$ cat src/sv/pcr_pkg.sv
// Shared types and constants for the clock page replacement block.
package pcr_pkg;

  localparam int MAX_FRAMES  = 64;
  localparam int FRAME_W     = (MAX_FRAMES > 1) ? $clog2(MAX_FRAMES) : 1;
  localparam int CNT_W       = $clog2(MAX_FRAMES + 1);
  localparam int PAGE_W      = 32;
  localparam int CFG_W       = 7;
  localparam int FRAME_IDX_W = 6;
  localparam int IN_TDATA_W  = 32;
  localparam int OUT_TDATA_W = 40;

  typedef enum logic [2:0] {
    ST_IDLE,
    ST_RD,
    ST_CMP,
    ST_MISS,
    ST_WRAP,
    ST_SWEEP,
    ST_DONE
  } pcr_state_t;

  typedef struct packed {
    logic              fault;
    logic [PAGE_W-1:0] page;
    logic [FRAME_W-1:0] frame;
  } pcr_result_t;

endpackage

$ cat src/sv/pcr_ram.sv
// Generic single write port, single read port RAM with registered read data.
module pcr_ram #(
  parameter int WIDTH = 32,
  parameter int DEPTH = 64,
  parameter int AW    = (DEPTH > 1) ? $clog2(DEPTH) : 1
) (
  input  logic             clk,
  input  logic             wr_en,
  input  logic [AW-1:0]    wr_addr,
  input  logic [WIDTH-1:0] wr_data,
  input  logic [AW-1:0]    rd_addr,
  output logic [WIDTH-1:0] rd_data
);

  logic [WIDTH-1:0] mem [DEPTH];

  always_ff @(posedge clk) begin
    if (wr_en) begin
      mem[wr_addr] <= wr_data;
    end
    rd_data <= mem[rd_addr];
  end

endmodule

$ cat src/sv/pcr_engine.sv
// Lookup and replacement sequencer: frame memory scan, reference bits, clock hand.
module pcr_engine (
  input  logic                      clk,
  input  logic                      rst_n,
  input  logic                      in_valid,
  output logic                      in_ready,
  input  logic [pcr_pkg::PAGE_W-1:0] in_page,
  input  logic [pcr_pkg::CNT_W-1:0]  cap,
  output logic                      res_valid,
  input  logic                      res_ready,
  output pcr_pkg::pcr_result_t       res
);

  import pcr_pkg::*;

  pcr_state_t          state_r, state_nxt;
  logic [PAGE_W-1:0]   page_r, page_nxt;
  logic [FRAME_W-1:0]  idx_r, idx_nxt;
  logic [FRAME_W-1:0]  hand_r, hand_nxt;
  logic [FRAME_W-1:0]  h_r, h_nxt;
  logic [FRAME_W-1:0]  frame_r, frame_nxt;
  logic                fault_r, fault_nxt;
  logic [CNT_W-1:0]    filled_r, filled_nxt;
  logic [MAX_FRAMES-1:0] refb_r, refb_nxt;

  logic [CNT_W-1:0]    occupied;
  logic [CNT_W-1:0]    idx_inc;
  logic [CNT_W-1:0]    h_inc;
  logic [PAGE_W-1:0]   rd_data;
  logic                wr_en;
  logic [FRAME_W-1:0]  wr_addr;

  pcr_ram #(
    .WIDTH (PAGE_W),
    .DEPTH (MAX_FRAMES),
    .AW    (FRAME_W)
  ) u_frames (
    .clk     (clk),
    .wr_en   (wr_en),
    .wr_addr (wr_addr),
    .wr_data (page_r),
    .rd_addr (idx_r),
    .rd_data (rd_data)
  );

  assign occupied = (filled_r < cap) ? filled_r : cap;
  assign idx_inc  = CNT_W'(idx_r) + CNT_W'(1);
  assign h_inc    = CNT_W'(h_r) + CNT_W'(1);

  always_ff @(posedge clk) begin
    if (!rst_n) begin
      state_r  <= ST_IDLE;
      hand_r   <= '0;
      filled_r <= '0;
      refb_r   <= '0;
    end else begin
      state_r  <= state_nxt;
      hand_r   <= hand_nxt;
      filled_r <= filled_nxt;
      refb_r   <= refb_nxt;
    end
  end

  always_ff @(posedge clk) begin
    page_r  <= page_nxt;
    idx_r   <= idx_nxt;
    h_r     <= h_nxt;
    frame_r <= frame_nxt;
    fault_r <= fault_nxt;
  end

  always_comb begin
    state_nxt  = state_r;
    page_nxt   = page_r;
    idx_nxt    = idx_r;
    h_nxt      = h_r;
    frame_nxt  = frame_r;
    fault_nxt  = fault_r;
    hand_nxt   = hand_r;
    filled_nxt = filled_r;
    refb_nxt   = refb_r;
    wr_en      = 1'b0;
    wr_addr    = h_r;
    in_ready   = 1'b0;
    res_valid  = 1'b0;

    unique case (state_r)
      ST_IDLE: begin
        in_ready = 1'b1;
        if (in_valid) begin
          page_nxt  = in_page;
          idx_nxt   = '0;
          state_nxt = (occupied == '0) ? ST_MISS : ST_RD;
        end
      end
      ST_RD: begin
        // read data for idx_r lands next cycle
        state_nxt = ST_CMP;
      end
      ST_CMP: begin
        if (rd_data == page_r) begin
          refb_nxt[idx_r] = 1'b1;
          frame_nxt       = idx_r;
          fault_nxt       = 1'b0;
          state_nxt       = ST_DONE;
        end else if (idx_inc == occupied) begin
          state_nxt = ST_MISS;
        end else begin
          idx_nxt   = FRAME_W'(idx_inc);
          state_nxt = ST_RD;
        end
      end
      ST_MISS: begin
        fault_nxt = 1'b1;
        if (filled_r < cap) begin
          wr_en                          = 1'b1;
          wr_addr                        = FRAME_W'(filled_r);
          refb_nxt[FRAME_W'(filled_r)]   = 1'b1;
          frame_nxt                      = FRAME_W'(filled_r);
          filled_nxt                     = filled_r + CNT_W'(1);
          state_nxt                      = ST_DONE;
        end else begin
          h_nxt     = hand_r;
          state_nxt = ST_WRAP;
        end
      end
      ST_WRAP: begin
        // fold the hand into range after the capacity was lowered
        if (CNT_W'(h_r) >= cap) begin
          h_nxt = FRAME_W'(CNT_W'(h_r) - cap);
        end else begin
          state_nxt = ST_SWEEP;
        end
      end
      ST_SWEEP: begin
        if (!refb_r[h_r]) begin
          wr_en         = 1'b1;
          wr_addr       = h_r;
          refb_nxt[h_r] = 1'b1;
          frame_nxt     = h_r;
          hand_nxt      = (h_inc == cap) ? '0 : FRAME_W'(h_inc);
          state_nxt     = ST_DONE;
        end else begin
          refb_nxt[h_r] = 1'b0;
          h_nxt         = (h_inc == cap) ? '0 : FRAME_W'(h_inc);
        end
      end
      ST_DONE: begin
        res_valid = 1'b1;
        if (res_ready) begin
          state_nxt = ST_IDLE;
        end
      end
      default: begin
        state_nxt = ST_IDLE;
      end
    endcase
  end

  assign res.fault = fault_r;
  assign res.page  = page_r;
  assign res.frame = frame_r;

endmodule

$ cat src/sv/clock_page_replacement.sv
// Top level: capacity register, clock replacement engine and output register.
// Second-chance (clock) page replacement over a table of up to 64 frames. Each
// input item is one page reference; each produces exactly one result item with
// the fault flag, the page and the frame that now holds it. One item is worked
// at a time. The frame table sits in a single-read-port memory with registered
// read, so the lookup reads and compares the occupied frames one at a time. A hit
// then finishes; a fault while the table is filling writes the next free frame;
// a fault on a full table first folds the hand back into range if capacity was
// lowered, then sweeps from the hand, clearing set reference bits, until a frame
// with a clear bit is replaced. A finished result waits in the output register
// while the next item is accepted. frames_in_use of zero acts as 1 and values
// above 64 act as 64; write it only while the block is idle.
module clock_page_replacement (
  input  logic                            clk,
  input  logic                            rst_n,
  input  logic                            cfg_we,
  input  logic [pcr_pkg::CFG_W-1:0]       cfg_wdata,  // frames_in_use
  input  logic                            in_tvalid,
  output logic                            in_tready,
  input  logic [pcr_pkg::IN_TDATA_W-1:0]  in_tdata,   // [31:0] page_number
  output logic                            out_tvalid,
  input  logic                            out_tready,
  // [31:0] page_out, [37:32] frame_index, [39:38] zero pad
  output logic [pcr_pkg::OUT_TDATA_W-1:0] out_tdata,
  output logic                            out_tuser   // fault
);

  import pcr_pkg::*;

  logic [CFG_W-1:0]        frames_in_use_r;
  logic [CNT_W-1:0]        cap;
  logic                    res_valid;
  logic                    res_ready;
  pcr_result_t             res;
  logic                    out_valid_r;
  logic [PAGE_W-1:0]       out_page_r;
  logic [FRAME_IDX_W-1:0]  out_frame_r;
  logic                    out_fault_r;

  always_ff @(posedge clk) begin
    if (!rst_n) begin
      frames_in_use_r <= CFG_W'(MAX_FRAMES);
    end else if (cfg_we) begin
      frames_in_use_r <= cfg_wdata;
    end
  end

  // clamp capacity into 1..MAX_FRAMES
  always_comb begin
    if (frames_in_use_r == '0) begin
      cap = CNT_W'(1);
    end else if (int'(frames_in_use_r) > MAX_FRAMES) begin
      cap = CNT_W'(MAX_FRAMES);
    end else begin
      cap = CNT_W'(frames_in_use_r);
    end
  end

  pcr_engine u_engine (
    .clk       (clk),
    .rst_n     (rst_n),
    .in_valid  (in_tvalid),
    .in_ready  (in_tready),
    .in_page   (in_tdata[PAGE_W-1:0]),
    .cap       (cap),
    .res_valid (res_valid),
    .res_ready (res_ready),
    .res       (res)
  );

  assign res_ready = !out_valid_r || out_tready;

  always_ff @(posedge clk) begin
    if (!rst_n) begin
      out_valid_r <= 1'b0;
    end else if (res_ready) begin
      out_valid_r <= res_valid;
    end
  end

  always_ff @(posedge clk) begin
    if (res_ready && res_valid) begin
      out_page_r  <= res.page;
      out_frame_r <= FRAME_IDX_W'(res.frame);
      out_fault_r <= res.fault;
    end
  end

  assign out_tvalid = out_valid_r;
  assign out_tuser  = out_fault_r;
  assign out_tdata  = {{(OUT_TDATA_W - PAGE_W - FRAME_IDX_W){1'b0}}, out_frame_r, out_page_r};

endmodule

$ cat config.mk
export PLATFORM = sky130hd
export DESIGN_NAME = clock_page_replacement
export DESIGN_NICKNAME = d
export VERILOG_FILES = /design/src/sv/pcr_pkg.sv /design/src/sv/pcr_ram.sv /design/src/sv/pcr_engine.sv /design/src/sv/clock_page_replacement.sv
export SDC_FILE = /design/constraint.sdc
export NUM_CORES = 2
export LEC_CHECK = 0
export BUFFER_PORTS_ARGS = -buffer_cell sky130_fd_sc_hd__buf_4
export CORE_UTILIZATION = 40
export DETAILED_ROUTE_END_ITERATION = 12
export PLACE_DENSITY_LB_ADDON = 0.08
export SLEW_MARGIN = 5
export SYNTH_ARGS = -nofsm -noshare
export SYNTH_HDL_FRONTEND = slang
export SYNTH_SLANG_ARGS = --single-unit
$ cat constraint.sdc
create_clock -name clk -period 7.6 [get_ports clk]
set_input_delay 1.14 -clock clk [delete_from_list [all_inputs] [get_ports clk]]
set_output_delay 1.14 -clock clk [all_outputs]
set_load 0.05 [all_outputs]
==> metrics <==
status=finished, final reports clean; Port Buffers=84; Die Area=between 200,000 and 250,000 um2; IO Pins=just under 90; pin slew with the least headroom to its limit=1340 ps; synthesized cell area=between 80,000 and 90,000 um2; GRT overflow=0; Post-DP Area=between 80,000 and 90,000 um2; Power Dens Cells=315 nW/um2; CTS sink cnt=about 2.3k; vias per cell=6.18; Worst Hold Class=reg2reg; Antenna Nets Post-Route=0; Primary FF master, synth=edfxtp_1; Top Layer Used=met5; crit-path max cell delay=about 1100 ps; Synth Warn #=0; Finished Cell Area=approximately 97,000 um2; # DRC=0; Setup-failing EPs final=0; first-pass GRT wire length=~390,000 um; skew final=between 60 and 70 ps; Max-slew headroom=between 10% and 20%; DR WL met2=~130,000 um; syn avg cell area=~17 um2; Area Overhead vs Synth=15.0%; Max Fanout on Critical Path=32; most used cell, CP=nand2_1; Comb pwr share=16.6%; maxcap violations=0; share of layout cells above drive strength 1=roughly 14%; Post-synth EDFFs=between 2k and 2.5k; WL/cell=between 30 and 40 um; critical path cell sequence=inv_1 > nand2_1 > ha_1 > nand4_1 > o221ai_1 > a211oi_2 > nand2_1 > nor3_1 > a21oi_1 > nor2_4; Total Routing Usage GR=26.3%; Period Utilization, post-route=67.6%; initial DRC count=between 6k and 7k; peak supply drop=roughly 0.00025 V; Reg2Reg Setup Slack=around 2500 ps; initial antenna violation count=15; Worst-Skew Late Latency=890 ps; Slew Viols, Final=0; CTS tree=done; Netlist cell types=64; Startpoint Class=flop; Psw=between 8000 and 9000 uW; largest net degree at the start of global routing=~110; Worst Setup End Kind=flop; Pint=between 20,000 and 25,000 uW; clock share of power=between 30% and 40%; RSZ-0062 raised after global routing=no; DRT Pass-1 Iters=6; core area=between 200,000 and 250,000 um2; Root Driver=clkbuf_16; Required @ worst endpoint=slightly above 8000 ps; Synth Register Bits=2,258; post-CTS sizing=0; post-synth top area cell=edfxtp_1; CTS Hold Bufs=0; CTS H-tree depth=4; vias in the first global route=about 48k; detailed-route wire length=~280,000 um; chip height=461 um; final hold vios=0; sw frac=approximately 29%; setup bufs post-CTS=0; arrival time worst endpoint=~5600 ps; Num CTS Buffers=between 200 and 250; min Tclk post-route=5140 ps; Setup TNS Final=0 ps; Hold Slack=about 420 ps; critical path's slowest cell=nor2_4; Synth top area share=approximately 76%; Horiz. Die Dim=~460 um; Clk pin slew, worst setup/hold paths=~60 ps; initial core utilization=about two fifths; Via Count=50.5k; sequential power share=between 40% and 50%; hpwl dp=between 150,000 and 200,000 um; Clock Tree Buf Depth=3; Metal-1 WL=between 100,000 and 150,000 um; post-synthesis sequential area ratio=between 70 and 80%; CP Class=reg2reg; ys async rst share=0%; Fillers=18.0k; site row count=roughly 170; top post-synthesis cells by area=edfxtp_1 (76%), a22oi_1 (6.0%), dfxtp_1 (2.8%), a221oi_1 (2.5%), a22o_1 (1.9%); Max Fclk=slightly below 200 MHz; Nets=5,235; GP Congestion=approximately 0.92; detailed-routed wire length on met3=around 21,000 um; Leak Pwr=between 0.02 and 0.03 uW; Syn Inst Count=5,015
==> cells by family after synthesis <==
logic type | after synthesis | share of synthesized area (%)
AO/OA/AOI/OAI | 1665 | 14.6
multiplexers | 27 | 0.362
buffers and inverters | 367 | 1.69
adder cells (fa/ha/maj) | 16 | 0.246
flip-flops | 2258 | 78.9
other | 1 | 0.00444
AND/OR/NAND/NOR | 624 | 3.65
XOR/XNOR | 57 | 0.591
==> state kept, by name, indices dropped and copies added (netlist names), 7 cells and up, named ones only <==
register                   count
frames_in_use_r                7
out_page_r                    32
u_engine.filled_r              7
u_engine.page_r               32
u_engine.u_frames.mem       2048
u_engine.u_frames.rd_data     32
==> area by class of cell <==
class                           instances  area [um2]  area share [%]
Multi-Input combinational cell       2391       17200            17.7
Tap cell                             2805        3510            3.61
Clock buffer                          285        6100            6.28
Sequential cell                      2258       66600            68.6
Timing Repair Buffer                  275        2330            2.40
Antenna cell                            3        7.51         0.00773
Inverter                               17        63.8          0.0657
Clock inverter                        149        1350            1.39
==> Yosys cell counts, types with 3 or more instances <==
cell type	count
edfxtp_1	2138
a22oi_1	677
clkbuf_1	274
a221oi_1	245
a21oi_1	202
nor2_1	200
a22o_1	182
a31oi_1	180
dfxtp_1	120
nand2_1	109
nand4_1	98
o21ai_0	75
buf_1	53
nand3_1	50
xor2_1	43
o221a_2	41
nor3_1	30
nor4_1	30
and2_1	19
nor2b_1	18
mux2i_1	17
buf_2	16
ha_1	15
inv_1	14
xnor2_1	14
and3_1	13
or3_1	13
nor3b_1	12
a221o_1	11
o21ai_1	11
o22ai_1	11
nand2b_1	8
nand3b_1	7
buf_4	6
mux2_1	6
a21boi_0	5
and3b_1	5
and2_0	4
o211ai_1	4
o221ai_1	4
inv_2	3
==> stage by stage <==
step	std cells	setup slack, ps	total power (uW)	util (%)
after global placement	7745	2490	19600	42.8
after detailed placement	7745	2470	19600	42.8
after global routing	8180	2240	31500	46.3
final	8183	2460	30600	46.3
after CTS	8179	2460	30800	46.3
after floorplan	5016	2770	17100	-
==> power groups by stage <==
stage	logic (uW)	clock network [uW]	registers [uW]
4_1_cts	5050	11400	14300
5_1_grt	5300	11800	14400
6_report	5070	11200	14400
2_1_floorplan	2400	0	14700
3_5_place_dp	5040	0	14600
3_3_place_gp	5040	0	14600
==> path summary, 6_finish.rpt <==
kind | startpoint | endpoint | depth (start not counted)
max | frames_in_use_r[6] | u_engine.u_frames.mem[27][31] | 10
min | u_engine.frame_r[2] | out_frame_r[2] | 0
max reg2reg | frames_in_use_r[6] | u_engine.u_frames.mem[27][31] | 10
min reg2reg | u_engine.frame_r[2] | out_frame_r[2] | 0
==> worst max-delay path, delay by kind of cell (launching register included) <==
kind,cells,cell delay (ps)
compound gates,3,850
simple gates,5,2840
flops,1,490
buf+inv,1,180
fa+ha+maj,1,290
==> cell usage in the layout, fill, tap and decap left out, drive strengths merged, types with 7 or more instances in the layout <==
cell,synthesis,routed
ha,15,15
o221a,43,43
edfxtp,2138,2138
mux2,8,8
and3,13,13
a31oi,180,180
a22o,182,182
nand4,98,98
inv,17,23
dfxtp,120,120
nor2,200,200
nor3b,12,12
a22oi,677,677
or3,13,13
buf,76,275
nor4,30,30
a221oi,246,246
nand2,109,109
xor2,43,43
a221o,11,11
xnor2,14,14
nand3,50,50
nor3,31,31
bufinv,0,19
nor2b,18,18
and2,24,24
clkbuf,274,285
nand2b,8,8
o21ai,86,86
clkinv,0,122
mux2i,17,17
nand3b,7,7
a21oi,202,202
o22ai,11,11
==> routing by layer <==
layer,track usage (%),vias to the layer above
met2,39.1,2089
met5,0,-
met4,6.17,4
met1,40.1,26800
li1,-,21300
met3,4.46,336
Note: power is estimated with default switching activity, not from simulation.
